`src/mme_pkg.sv`:
```
// Shared types and constants for the modulation matrix evaluator.
// Used by mme_route_ram and modulation_matrix_evaluator; no dependencies.
package mme_pkg;

    localparam int ONE_Q14     = 16384;
    localparam int APB_ADDR_W  = 3;

    localparam logic [3:0] NUM_SOURCES = 4'd10;
    localparam logic [3:0] NUM_DESTS   = 4'd13;
    localparam logic [3:0] LAST_DEST   = 4'd12;
    localparam logic [3:0] LFO_FIRST   = 4'd2;
    localparam logic [3:0] LFO_LAST    = 4'd5;

    localparam logic [0:0] REG_ROUTE_COUNT = 1'b0;

    localparam logic [1:0] CMD_WRITE_ROUTE  = 2'd0;
    localparam logic [1:0] CMD_WRITE_SOURCE = 2'd1;
    localparam logic [1:0] CMD_EVALUATE     = 2'd2;

    localparam logic [1:0] CURVE_LINEAR = 2'd0;
    localparam logic [1:0] CURVE_SQUARE = 2'd1;
    localparam logic [1:0] CURVE_SMOOTH = 2'd2;

    typedef struct packed {
        logic [3:0]         src;
        logic [3:0]         dst;
        logic [1:0]         curve;
        logic signed [15:0] amount;
    } route_t;

    typedef enum logic [3:0] {
        S_IDLE,
        S_CLEAR,
        S_FETCH,
        S_LOAD,
        S_SQ,
        S_SQ_R,
        S_SS1,
        S_SS2,
        S_SS3,
        S_TERM,
        S_ACC,
        S_EMIT
    } state_t;

endpackage

```
`src/modulation_matrix_evaluator.sv`:
```
// Modulation matrix evaluator, Q1.14, one shared 32x18 multiplier under a sequencer.
// Writes are taken while idle. Evaluate: CLEAR, then per route FETCH, LOAD; a skipped
// route stops there, else shaping (square: SQ, SQ_R; smoothstep: SS1-SS3), TERM, ACC.
// A last FETCH ends the walk, then 13 results at one per cycle as the sink takes them.
// Input is held off from evaluate until the last result is in the output register.
// Synchronous active-low reset: routes disabled, sources zero, route_count zero.
module modulation_matrix_evaluator #(
    parameter int ROUTE_SLOTS = 16
) (
    input  logic                           aclk,
    input  logic                           aresetn,
    input  logic                           s_valid,
    output logic                           s_ready,
    input  logic [1:0]                     s_command,
    input  logic [3:0]                     s_route_index,
    input  logic [3:0]                     s_source_select,
    input  logic [3:0]                     s_destination_select,
    input  logic [1:0]                     s_curve_kind,
    input  logic signed [15:0]             s_route_amount,
    input  logic                           s_route_enabled,
    input  logic signed [15:0]             s_source_level,
    output logic                           m_valid,
    input  logic                           m_ready,
    output logic [3:0]                     m_destination_index,
    output logic signed [15:0]             m_destination_level,
    output logic                           m_last,
    input  logic                           psel,
    input  logic                           penable,
    input  logic                           pwrite,
    input  logic [mme_pkg::APB_ADDR_W-1:0] paddr,
    input  logic [31:0]                    pwdata,
    output logic [31:0]                    prdata,
    output logic                           pready
);

    localparam int AW = (ROUTE_SLOTS > 1) ? $clog2(ROUTE_SLOTS) : 1;
    localparam int CW = $clog2(ROUTE_SLOTS + 1);

    mme_pkg::state_t state_reg, state_next;

    logic [4:0]         route_count_reg;
    logic [CW-1:0]      route_idx_reg;
    logic [CW-1:0]      route_lim_reg;
    logic signed [15:0] src_store_reg [10];
    logic signed [15:0] sums_reg [13];
    logic signed [15:0] x_reg;
    logic signed [15:0] sh_reg;
    logic signed [15:0] amt_reg;
    logic [15:0]        w_reg;
    logic [16:0]        coef_reg;
    logic [3:0]         dst_reg;
    logic               bip_reg;
    logic signed [49:0] prod_reg;
    logic [3:0]         emit_idx_reg;
    logic               m_valid_reg;
    logic [3:0]         m_index_reg;
    logic signed [15:0] m_level_reg;
    logic               m_last_reg;

    logic               s_accept;
    logic               route_wr;
    mme_pkg::route_t    wr_route;
    mme_pkg::route_t    rd_route;
    logic               rd_enabled;
    logic               route_ok;
    logic               walk_done;
    logic               out_load;
    logic signed [31:0] mul_a;
    logic signed [17:0] mul_b;
    logic signed [15:0] src_val;
    logic               bip_c;
    logic signed [15:0] x_c;
    logic signed [16:0] v_c;
    logic [15:0]        mag;
    logic signed [49:0] rnd14;
    logic signed [49:0] rnd28;
    logic signed [49:0] rnd30;
    logic signed [16:0] ss_bip;
    logic signed [16:0] term;
    logic signed [17:0] acc_sum;
    logic [3:0]         sum_rd_addr;
    logic signed [15:0] sum_rd;
    logic               cfg_wr;

    function automatic logic signed [15:0] clamp_bip(input logic signed [15:0] v);
        if (v > 16'sd16384) begin
            return 16'sd16384;
        end else if (v < -16'sd16384) begin
            return -16'sd16384;
        end
        return v;
    endfunction

    function automatic logic signed [15:0] clamp_uni(input logic signed [15:0] v);
        if (v > 16'sd16384) begin
            return 16'sd16384;
        end else if (v < 16'sd0) begin
            return 16'sd0;
        end
        return v;
    endfunction

    // configuration port
    assign pready = 1'b1;
    assign cfg_wr = psel && penable && pwrite;

    always_comb begin
        prdata = '0;
        if (paddr[mme_pkg::APB_ADDR_W-1:2] == mme_pkg::REG_ROUTE_COUNT) begin
            prdata = {27'd0, route_count_reg};
        end
    end

    // route table
    assign s_accept = s_valid && s_ready;
    assign route_wr = s_accept && (s_command == mme_pkg::CMD_WRITE_ROUTE)
                      && (32'(s_route_index) < ROUTE_SLOTS);
    assign wr_route = '{src: s_source_select, dst: s_destination_select,
                        curve: s_curve_kind, amount: s_route_amount};

    mme_route_ram #(
        .ROUTE_SLOTS (ROUTE_SLOTS),
        .AW          (AW)
    ) u_route_ram (
        .aclk       (aclk),
        .aresetn    (aresetn),
        .wr_en      (route_wr),
        .wr_addr    (AW'(s_route_index)),
        .wr_route   (wr_route),
        .wr_enabled (s_route_enabled),
        .rd_addr    (route_idx_reg[AW-1:0]),
        .rd_route   (rd_route),
        .rd_enabled (rd_enabled)
    );

    // route decode and source shaping inputs
    assign route_ok  = rd_enabled && (rd_route.src < mme_pkg::NUM_SOURCES)
                       && (rd_route.dst < mme_pkg::NUM_DESTS);
    assign walk_done = (route_idx_reg >= route_lim_reg);

    always_comb begin
        src_val = 16'sd0;
        if (rd_route.src < mme_pkg::NUM_SOURCES) begin
            src_val = src_store_reg[rd_route.src];
        end
        bip_c = (rd_route.src >= mme_pkg::LFO_FIRST) && (rd_route.src <= mme_pkg::LFO_LAST);
        x_c   = bip_c ? clamp_bip(src_val) : clamp_uni(src_val);
        v_c   = 17'(x_c) + 17'sd16384;
        mag   = x_reg[15] ? 16'(-x_reg) : 16'(x_reg);
    end

    // rounding, ties toward plus infinity
    assign rnd14   = prod_reg + 50'sd8192;
    assign rnd28   = prod_reg + 50'sd134217728;
    assign rnd30   = prod_reg + 50'sd536870912;
    assign ss_bip  = $signed(rnd30[46:30]) - 17'sd16384;
    assign term    = $signed(rnd14[30:14]);
    assign sum_rd  = sums_reg[sum_rd_addr];
    assign acc_sum = 18'(sum_rd) + 18'(term);

    // next state
    always_comb begin
        state_next = state_reg;
        unique case (state_reg)
            mme_pkg::S_IDLE: begin
                if (s_valid && s_command == mme_pkg::CMD_EVALUATE) begin
                    state_next = mme_pkg::S_CLEAR;
                end
            end
            mme_pkg::S_CLEAR: state_next = mme_pkg::S_FETCH;
            mme_pkg::S_FETCH: begin
                state_next = walk_done ? mme_pkg::S_EMIT : mme_pkg::S_LOAD;
            end
            mme_pkg::S_LOAD: begin
                if (!route_ok) begin
                    state_next = mme_pkg::S_FETCH;
                end else begin
                    case (rd_route.curve)
                        mme_pkg::CURVE_SQUARE: state_next = mme_pkg::S_SQ;
                        mme_pkg::CURVE_SMOOTH: state_next = mme_pkg::S_SS1;
                        default:               state_next = mme_pkg::S_TERM;
                    endcase
                end
            end
            mme_pkg::S_SQ:   state_next = mme_pkg::S_SQ_R;
            mme_pkg::S_SQ_R: state_next = mme_pkg::S_TERM;
            mme_pkg::S_SS1:  state_next = mme_pkg::S_SS2;
            mme_pkg::S_SS2:  state_next = mme_pkg::S_SS3;
            mme_pkg::S_SS3:  state_next = mme_pkg::S_TERM;
            mme_pkg::S_TERM: state_next = mme_pkg::S_ACC;
            mme_pkg::S_ACC:  state_next = mme_pkg::S_FETCH;
            mme_pkg::S_EMIT: begin
                if (out_load && emit_idx_reg == mme_pkg::LAST_DEST) begin
                    state_next = mme_pkg::S_IDLE;
                end
            end
            default: state_next = mme_pkg::S_IDLE;
        endcase
    end

    // sequencer outputs: handshake, multiplier operands, sum read port
    always_comb begin
        s_ready     = 1'b0;
        out_load    = 1'b0;
        mul_a       = '0;
        mul_b       = '0;
        sum_rd_addr = dst_reg;
        unique case (state_reg)
            mme_pkg::S_IDLE: s_ready = 1'b1;
            mme_pkg::S_SQ: begin
                mul_a = 32'(mag);
                mul_b = 18'(mag);
            end
            mme_pkg::S_SS1: begin
                mul_a = 32'(w_reg);
                mul_b = 18'(w_reg);
            end
            mme_pkg::S_SS2: begin
                mul_a = prod_reg[31:0];
                mul_b = 18'(coef_reg);
            end
            mme_pkg::S_TERM: begin
                mul_a = 32'(sh_reg);
                mul_b = 18'(amt_reg);
            end
            mme_pkg::S_EMIT: begin
                out_load    = !m_valid_reg || m_ready;
                sum_rd_addr = emit_idx_reg;
            end
            default: begin
            end
        endcase
    end

    always_ff @(posedge aclk) begin
        if (!aresetn) begin
            state_reg       <= mme_pkg::S_IDLE;
            route_count_reg <= '0;
            route_idx_reg   <= '0;
            route_lim_reg   <= '0;
            emit_idx_reg    <= '0;
            m_valid_reg     <= 1'b0;
            for (int i = 0; i < 10; i++) begin
                src_store_reg[i] <= '0;
            end
        end else begin
            state_reg <= state_next;
            if (cfg_wr && paddr[mme_pkg::APB_ADDR_W-1:2] == mme_pkg::REG_ROUTE_COUNT) begin
                route_count_reg <= pwdata[4:0];
            end
            if (s_accept && s_command == mme_pkg::CMD_WRITE_SOURCE
                    && s_source_select < mme_pkg::NUM_SOURCES) begin
                src_store_reg[s_source_select] <= s_source_level;
            end
            if (state_reg == mme_pkg::S_CLEAR) begin
                route_idx_reg <= '0;
                emit_idx_reg  <= '0;
                if (32'(route_count_reg) < ROUTE_SLOTS) begin
                    route_lim_reg <= CW'(route_count_reg);
                end else begin
                    route_lim_reg <= CW'(ROUTE_SLOTS);
                end
            end
            if ((state_reg == mme_pkg::S_LOAD && !route_ok) || state_reg == mme_pkg::S_ACC) begin
                route_idx_reg <= route_idx_reg + 1'b1;
            end
            if (out_load) begin
                emit_idx_reg <= emit_idx_reg + 1'b1;
                m_valid_reg  <= 1'b1;
            end else if (m_ready) begin
                m_valid_reg <= 1'b0;
            end
        end
    end

    // datapath
    always_ff @(posedge aclk) begin
        prod_reg <= mul_a * mul_b;
        unique case (state_reg)
            mme_pkg::S_CLEAR: begin
                for (int i = 0; i < 13; i++) begin
                    sums_reg[i] <= '0;
                end
            end
            mme_pkg::S_LOAD: begin
                x_reg     <= x_c;
                bip_reg   <= bip_c;
                w_reg     <= bip_c ? v_c[15:0] : 16'(x_c);
                dst_reg   <= rd_route.dst;
                amt_reg   <= clamp_bip(rd_route.amount);
                sh_reg    <= (rd_route.curve == mme_pkg::CURVE_LINEAR) ? x_c : 16'sd0;
            end
            mme_pkg::S_SQ_R: begin
                sh_reg <= x_reg[15] ? -$signed(rnd14[29:14]) : $signed(rnd14[29:14]);
            end
            mme_pkg::S_SS1: begin
                coef_reg <= bip_reg ? 17'(18'd98304 - {1'b0, w_reg, 1'b0})
                                    : 17'(18'd49152 - {1'b0, w_reg, 1'b0});
            end
            mme_pkg::S_SS3: begin
                sh_reg <= bip_reg ? ss_bip[15:0] : $signed(rnd28[43:28]);
            end
            mme_pkg::S_ACC: begin
                if (acc_sum > 18'sd16384) begin
                    sums_reg[dst_reg] <= 16'sd16384;
                end else if (acc_sum < -18'sd16384) begin
                    sums_reg[dst_reg] <= -16'sd16384;
                end else begin
                    sums_reg[dst_reg] <= acc_sum[15:0];
                end
            end
            default: begin
            end
        endcase
        if (out_load) begin
            m_index_reg <= emit_idx_reg;
            m_level_reg <= sum_rd;
            m_last_reg  <= (emit_idx_reg == mme_pkg::LAST_DEST);
        end
    end

    assign m_valid             = m_valid_reg;
    assign m_destination_index = m_index_reg;
    assign m_destination_level = m_level_reg;
    assign m_last              = m_last_reg;

`ifndef NO_ASSERTIONS
    a_route_idx_bound: assert property (@(posedge aclk) disable iff (!aresetn)
        32'(route_idx_reg) <= ROUTE_SLOTS)
        else $error("route walk ran past the table");

    a_eval_starts: assert property (@(posedge aclk) disable iff (!aresetn)
        s_valid && s_ready && s_command == mme_pkg::CMD_EVALUATE |=> state_reg == mme_pkg::S_CLEAR)
        else $error("evaluate request did not start a walk");

    a_last_index: assert property (@(posedge aclk) disable iff (!aresetn)
        m_valid && m_last |-> m_destination_index == mme_pkg::LAST_DEST)
        else $error("last flag on wrong destination");

    a_level_range: assert property (@(posedge aclk) disable iff (!aresetn)
        m_valid |-> (m_destination_level <= 16'sd16384 && m_destination_level >= -16'sd16384))
        else $error("destination level out of range");

    a_emit_done: assert property (@(posedge aclk) disable iff (!aresetn)
        state_reg == mme_pkg::S_EMIT && out_load && emit_idx_reg == mme_pkg::LAST_DEST
        |=> state_reg == mme_pkg::S_IDLE && m_valid && m_last)
        else $error("evaluation did not finish on the last destination");
`endif

endmodule

```
`src/mme_route_ram.sv`:
```
// Route table: one write port, one registered read port, enable flags in flops.
// Depends on mme_pkg (route_t).
module mme_route_ram #(
    parameter int ROUTE_SLOTS = 16,
    parameter int AW          = 4
) (
    input  logic            aclk,
    input  logic            aresetn,
    input  logic            wr_en,
    input  logic [AW-1:0]   wr_addr,
    input  mme_pkg::route_t wr_route,
    input  logic            wr_enabled,
    input  logic [AW-1:0]   rd_addr,
    output mme_pkg::route_t rd_route,
    output logic            rd_enabled
);

    mme_pkg::route_t mem [ROUTE_SLOTS];
    logic [ROUTE_SLOTS-1:0] en_reg;
    mme_pkg::route_t rd_route_reg;
    logic rd_enabled_reg;

    always_ff @(posedge aclk) begin
        if (wr_en) begin
            mem[wr_addr] <= wr_route;
        end
        rd_route_reg <= mem[rd_addr];
    end

    always_ff @(posedge aclk) begin
        if (!aresetn) begin
            en_reg         <= '0;
            rd_enabled_reg <= 1'b0;
        end else begin
            if (wr_en) begin
                en_reg[wr_addr] <= wr_enabled;
            end
            rd_enabled_reg <= en_reg[rd_addr];
        end
    end

    assign rd_route   = rd_route_reg;
    assign rd_enabled = rd_enabled_reg;

endmodule

```
`config.mk`:
```
export PLATFORM = sky130hd
export DESIGN_NAME = modulation_matrix_evaluator
export DESIGN_NICKNAME = d
export VERILOG_FILES = /design/src/mme_pkg.sv /design/src/modulation_matrix_evaluator.sv /design/src/mme_route_ram.sv
export SDC_FILE = /design/constraint.sdc
export NUM_CORES = 2
export LEC_CHECK = 0
export BUFFER_PORTS_ARGS = -buffer_cell sky130_fd_sc_hd__buf_2
export CORE_AREA = 2 2 374 302
export DETAILED_ROUTE_END_ITERATION = 7
export DIE_AREA = 0 0 376 304
export HOLD_SLACK_MARGIN = 0.03
export PLACE_DENSITY = 0.76
export SLEW_MARGIN = 10
export SYNTH_ARGS = -nofsm -noshare
export SYNTH_HDL_FRONTEND = slang
export SYNTH_SLANG_ARGS = --single-unit
```
`constraint.sdc`:
```
create_clock -name aclk -period 7.9 [get_ports aclk]
set_input_delay 1.975 -clock aclk [delete_from_list [all_inputs] [get_ports aclk]]
set_output_delay 1.975 -clock aclk [all_outputs]
set_load 0.02 [all_outputs]
```
* Word level (Yosys, flattened, before mapping)
Memories as Yosys holds them, arrays and structs flattened. A register that Yosys moved wholly into a read port is not among the register bits.
Cells that the tools add are included.
** Cells by class
- Multipliers :: 1
- Order comparisons :: 17
- Add/sub/neg operators :: 12
- Reductions and logical operators :: 30
- Bitwise gates (word level) :: 3
- Eq/ne operators :: 18
- Muxes and demuxes :: 76
** Operator list (number)
- two-way mux 16 bit :: 20
- case mux 32 bit (4 select lines) :: 1
- case mux 18 bit (4 select lines) :: 1
- case mux 16 bit (3 select lines) :: 1
- adder 46 x 31 -> 46 bit (second input constant) :: 1
- multiplier 32 x 18 -> 46 bit :: 1
- adder 44 x 29 -> 44 bit (second input constant) :: 1
- case mux 4 bit (10 select lines) :: 1
- two-way mux 4 bit :: 9
- two-way mux 1 bit :: 34
- > comparator 16 bit (second input constant) :: 2
- < comparator 16 x 15 -> 1 bit (second input constant) :: 2
- negation 16 bit :: 2
- OR reduction 16 bit :: 2
- adder 31 x 15 -> 31 bit (second input constant) :: 1
- equality test 4 bit (second input constant) :: 5
- two-way mux 5 bit :: 4
- adder 16 x 17 -> 18 bit :: 1
- > comparator 18 x 16 -> 1 bit (second input constant) :: 1
- < comparator 18 x 15 -> 1 bit (second input constant) :: 1
- two-way mux 17 bit :: 1
- subtractor 16 x 17 -> 17 bit (first input constant) :: 1
- subtractor 17 bit (first input constant) :: 1
- adder 16 bit (second input constant) :: 1
- other kinds (32) :: 62
** Word-level totals
- Input bits :: 91
- Word-level logic and storage cells :: 179
- Bits in registers :: 194
- Memories kept :: 3
- Memory bits (writable) :: 784
** Memory list
- u_route_ram.mem :: words 16, bits a word 26, read ports 1, clocked after Yosys merged registers in 1, write ports 1, RTL line mme_route_ram.sv:18 : mme_pkg::route_t mem [ROUTE_SLOTS];
- sums_reg :: words 13, bits a word 16, read ports 1, clocked after Yosys merged registers in 0, write ports 13, RTL line modulation_matrix_evaluator.sv:45 : logic signed [15:0] sums_reg [13];
- src_store_reg :: words 10, bits a word 16, read ports 1, clocked after Yosys merged registers in 0, write ports 10, RTL line modulation_matrix_evaluator.sv:44 : logic signed [15:0] src_store_reg [10];

* Depth between registers and ports, before layout
An unclocked memory read counts as a cell.
- Depth in word-level cells :: 13
- Mapped depth :: 35
- Depth with buffers taken out :: 32

* Modules after synthesis
A second synthesis with hierarchy kept.
** Unflattened totals
- Cells, all modules :: 5251
- Area total of the unflattened synthesis :: 63709.9 sq um
** Modules (own cells, without submodules)
- modulation_matrix_evaluator :: sequential area each 16656.0 sq um, instances 1, cells an instance 4486, area an instance 46768.6 sq um
- mme_route_ram :: sequential area each 13352.8 sq um, instances 1, cells an instance 765, area an instance 16941.2 sq um

* Worst setup path before layout
No wires, ideal clock.
- Path kind :: register -> register
- Start point :: register x_reg[2]
- End point :: register prod_reg[44]
- Library setup time :: 0.125 ns
- Arrival :: 7.743 ns
- Clock period less this slack :: 7.868 ns
- Cell stages (with the launch flop) :: 32
- Path slack :: 0.032 ns
- Cells stage by stage :: edfxtp_1 -> nor3_1 -> nand3_1 -> or2_2 -> o21ai_0 -> xor2_1 -> nor2_1 -> a221o_1 -> clkbuf_1 -> clkbuf_1 -> nand2_1 -> fa_1 -> inv_1 -> fa_1 -> fa_1 -> fa_1 -> fa_1 -> inv_1 -> fa_1 -> inv_1 -> ha_1 -> clkbuf_1 -> a2111oi_0 -> o21ai_0 -> a41oi_1 -> nand2b_1 -> o21ai_0 -> a21oi_1 -> nor3_1 -> o21ai_0 -> a31oi_1 -> xor2_1
** On the way
- Word-level cells in the longest chain between the ends :: 4
** RTL lines
- from (decl) :: RTL line modulation_matrix_evaluator.sv:46 : logic signed [15:0] x_reg;
- from (signal assigned) :: RTL line modulation_matrix_evaluator.sv:286 : x_reg <= x_c;
- negation 16 bit :: RTL line modulation_matrix_evaluator.sv:149 : mag = x_reg[15] ? 16'(-x_reg) : 16'(x_reg);
- two-way mux 16 bit * :: RTL line modulation_matrix_evaluator.sv:149
- case mux 32 bit (4 select lines) / case mux 18 bit (4 select lines) (equally long branches) :: RTL line modulation_matrix_evaluator.sv:208 : unique case (state_reg)
- multiplier 32 x 18 -> 46 bit * :: RTL line modulation_matrix_evaluator.sv:278 : prod_reg <= mul_a * mul_b;
- to (signal assigned) :: RTL line modulation_matrix_evaluator.sv:278
- to (decl) :: RTL line modulation_matrix_evaluator.sv:53 : logic signed [49:0] prod_reg;
Every way passes the cells marked *; elsewhere a longest branch is shown, timed or not.
A chain may end at the register's enable or synchronous reset.

* Worst setup path in the final report
- Start point :: register x_reg[0]
- End point :: register prod_reg[44]
The elaborated chain is that of the path after synthesis.

==> results.sh <==
export IMPL_status="completed"
export IMPL_synth_cell_types=81
export IMPL_clkLatencyLatePin_ns=0.73
export IMPL_clock_fmax_mhz=127
export IMPL_crit_type="flop to flop"
export IMPL_netlist_top_cells_area="edfxtp_1 (44%), fa_1 (17%), mux4_2 (8.3%)"
export IMPL_cts_buffers=94
export IMPL_cts_path_max_buffers=3
export IMPL_first_iter_violations=5214
export IMPL_drtPass1Iterations=8
export IMPL_hold_class="flop to flop"
export IMPL_cap_violations=0
export IMPL_start_util=0.564
export IMPL_wirelength_mm=168
export IMPL_die_h_um=304
export IMPL_place_hpwl_mm=118
export IMPL_worstMarginPinSlew_ns=1.29
export IMPL_netlist_area_um2=62700
export IMPL_seqCellArea_um2=30000
export IMPL_vdd_drop_max_mv=0.201
export IMPL_nets=6126
export IMPL_root_buffer="clkbuf_16"
export IMPL_die_w_um=376
export IMPL_cp_startpoint="x_reg[0]$_DFFE_PP_"
export IMPL_syn_inst=5128
export IMPL_setup_viol=0
export IMPL_total_power_mw=13.6
export IMPL_placementRows=110
export IMPL_crit_required_ns=8.53
export IMPL_multi_input_area_um2=29800
export IMPL_powerDensity_nw_per_um2=192
export IMPL_first_global_vias=42049
export IMPL_yosysWarnings=0
export IMPL_gp_congestion=1.00
export IMPL_synth_largest_area_cell="edfxtp_1"
export IMPL_rr_startpoint="x_reg[0]$_DFFE_PP_"
export IMPL_max_slew_margin_rel=0.141
export IMPL_cp_slowest_cell="fa_1"
export IMPL_avgSynthCellArea_um2=12.2
export IMPL_vias=41813
export IMPL_placed_cells=6694
export IMPL_finalClockSkew_ns=0.0796
export IMPL_synthArstFlopShare=0
export IMPL_largest_reg_flops=416
export IMPL_synth_seq_area_share=0.479
export IMPL_hold_violations=0
export IMPL_yosys_register_bits=1037
export IMPL_drive_above_1_share=0.180
export IMPL_clock_sinks=1037
export IMPL_end_kind="flop"
export IMPL_mostFrequentLayoutCells="edfxtp_1 (924), inv_1 (672), nor2_1 (665)"
export IMPL_drcViolationCount=0
export IMPL_grt_overflow_total=0
export IMPL_timing_final_crit_share=0.997
export IMPL_finalMaxSlewViolations=0
export IMPL_grt_use_total=0.297
export IMPL_grt_max_degree=112
export IMPL_path_clk_slew_ns=0.07
export IMPL_synth_top_area_frac=0.443
export IMPL_pre_cts_slack_ns=-0.275
export IMPL_antenna_found_initial=11
export IMPL_via_per_inst=6.05
export IMPL_core_area_um2=111000
export IMPL_hold_start="u_route_ram.rd_route[21]$_DFF_P_"
export IMPL_cts_tree="built"
export IMPL_cts_max_level=3
export IMPL_rsz0062_at_grt="true"
export IMPL_critPathLaunchType="flop"
export IMPL_synth_edf_count=924
export IMPL_post_drt_wl_per_cell_um=24.4
export IMPL_final_common_cell="edfxtp_1"
export IMPL_cp_max_fo=7
export IMPL_final_fill_count=8083
export IMPL_path_common_cell="fa_1"
export IMPL_worst_ep_arrival_time_ns=8.50
export IMPL_final_cell_area_um2=70800
export IMPL_post_dp_cell_area_um2=66500
export IMPL_cp_slowest_stage_delay_ns=0.59
export IMPL_finalSetupTns_ns=0
export IMPL_dieArea_um2=114000
export IMPL_grt_pass1_wl_mm=256
export IMPL_ioPinCount=147
export IMPL_ant_nets=0
export IMPL_period_minus_slack_ns=7.88
export IMPL_portBuffers=89
export IMPL_ys_flop_type="edfxtp_1"
export IMPL_final_cells=6906
export IMPL_syn_to_final_growth_pct=13.0
export IMPL_leakage_nw=27.0
export IMPL_setup_slack_ns=0.0247
[layout make-up]
type,instances,share of cell area
tap,1456,0.0257
sequential,1037,0.424
clock buffer,125,0.0357
timing repair buffer,402,0.0466
multi-input combinational,3145,0.421
inverter,685,0.0363
clock inverter,51,0.0105
antenna,5,0.000177
[Yosys cell counts, drive strengths merged, types with 47 or more instances]
master,count
edfxtp,924
nor2,691
inv,684
nand2,588
fa,521
mux4,231
clkbuf,210
ha,149
a21oi,127
dfxtp,113
o21ai,86
xnor2,85
buf,77
and2,53
nand3,47
[stage by stage]
step	utilization	hold WS, ns
final	0.637	0.433
after global routing	0.637	0.444
after CTS	0.630	0.436
after detailed placement	0.598	0.421
after global placement	0.598	0.417
after floorplan	-	0.409
[cells by family (layout without fill, tap and decap cells)]
family | after synthesis | in the layout | share of synthesized area
other cells | 2 | 33 | 0.000120
compound gates | 472 | 472 | 0.0511
buf+inv | 972 | 1263 | 0.0607
fa+ha+maj | 670 | 670 | 0.196
xor+xnor | 131 | 131 | 0.0183
flops | 1037 | 1037 | 0.479
simple gates | 1577 | 1577 | 0.106
mux | 267 | 267 | 0.0891
[final timing paths]
check / to / slack [ns] / depth (start not counted)
worst min register to register: dst_reg[3]$_DFFE_PP_ / 0.43 / 0
worst min-delay path: dst_reg[3]$_DFFE_PP_ / 0.43 / 0
worst max-delay path: prod_reg[44]$_DFF_P_ / 0.02 / 34
worst max register to register: prod_reg[44]$_DFF_P_ / 0.02 / 34
[critical path: cells and delay by family, from the launching register on]
kind	cells	cell delay (ns)
compound gates	5	0.79
xor+xnor	2	0.35
fa+ha+maj	8	3.65
buf+inv	10	1.13
flops	1	0.44
simple gates	9	1.45
[power by group]
part           total, mW  switching, mW  internal, mW
Sequential          6.68          0.183          6.50
Clock               4.87           2.15          2.72
Combinational       2.07           1.31         0.760
[what timing repair did]
action | in CTS | in global routing
cloned | 0 | 0
endpoints found under the hold margin | 0 | 0
hold buffers | 0 | 0
setup endpoints to repair | 11 | 21
setup buffers | 5 | 27
gates resized for setup | 54 | 117
pin swaps | 12 | 55
[layer usage]
metal / GRT usage / part of all wire
met4: 0.0746 / 0.028
met1: 0.439 / 0.40
met3: 0.0628 / 0.11
met5: 0 / 0.00030
met2: 0.454 / 0.46
No activity file was read; power rests on OpenSTA's default activity.
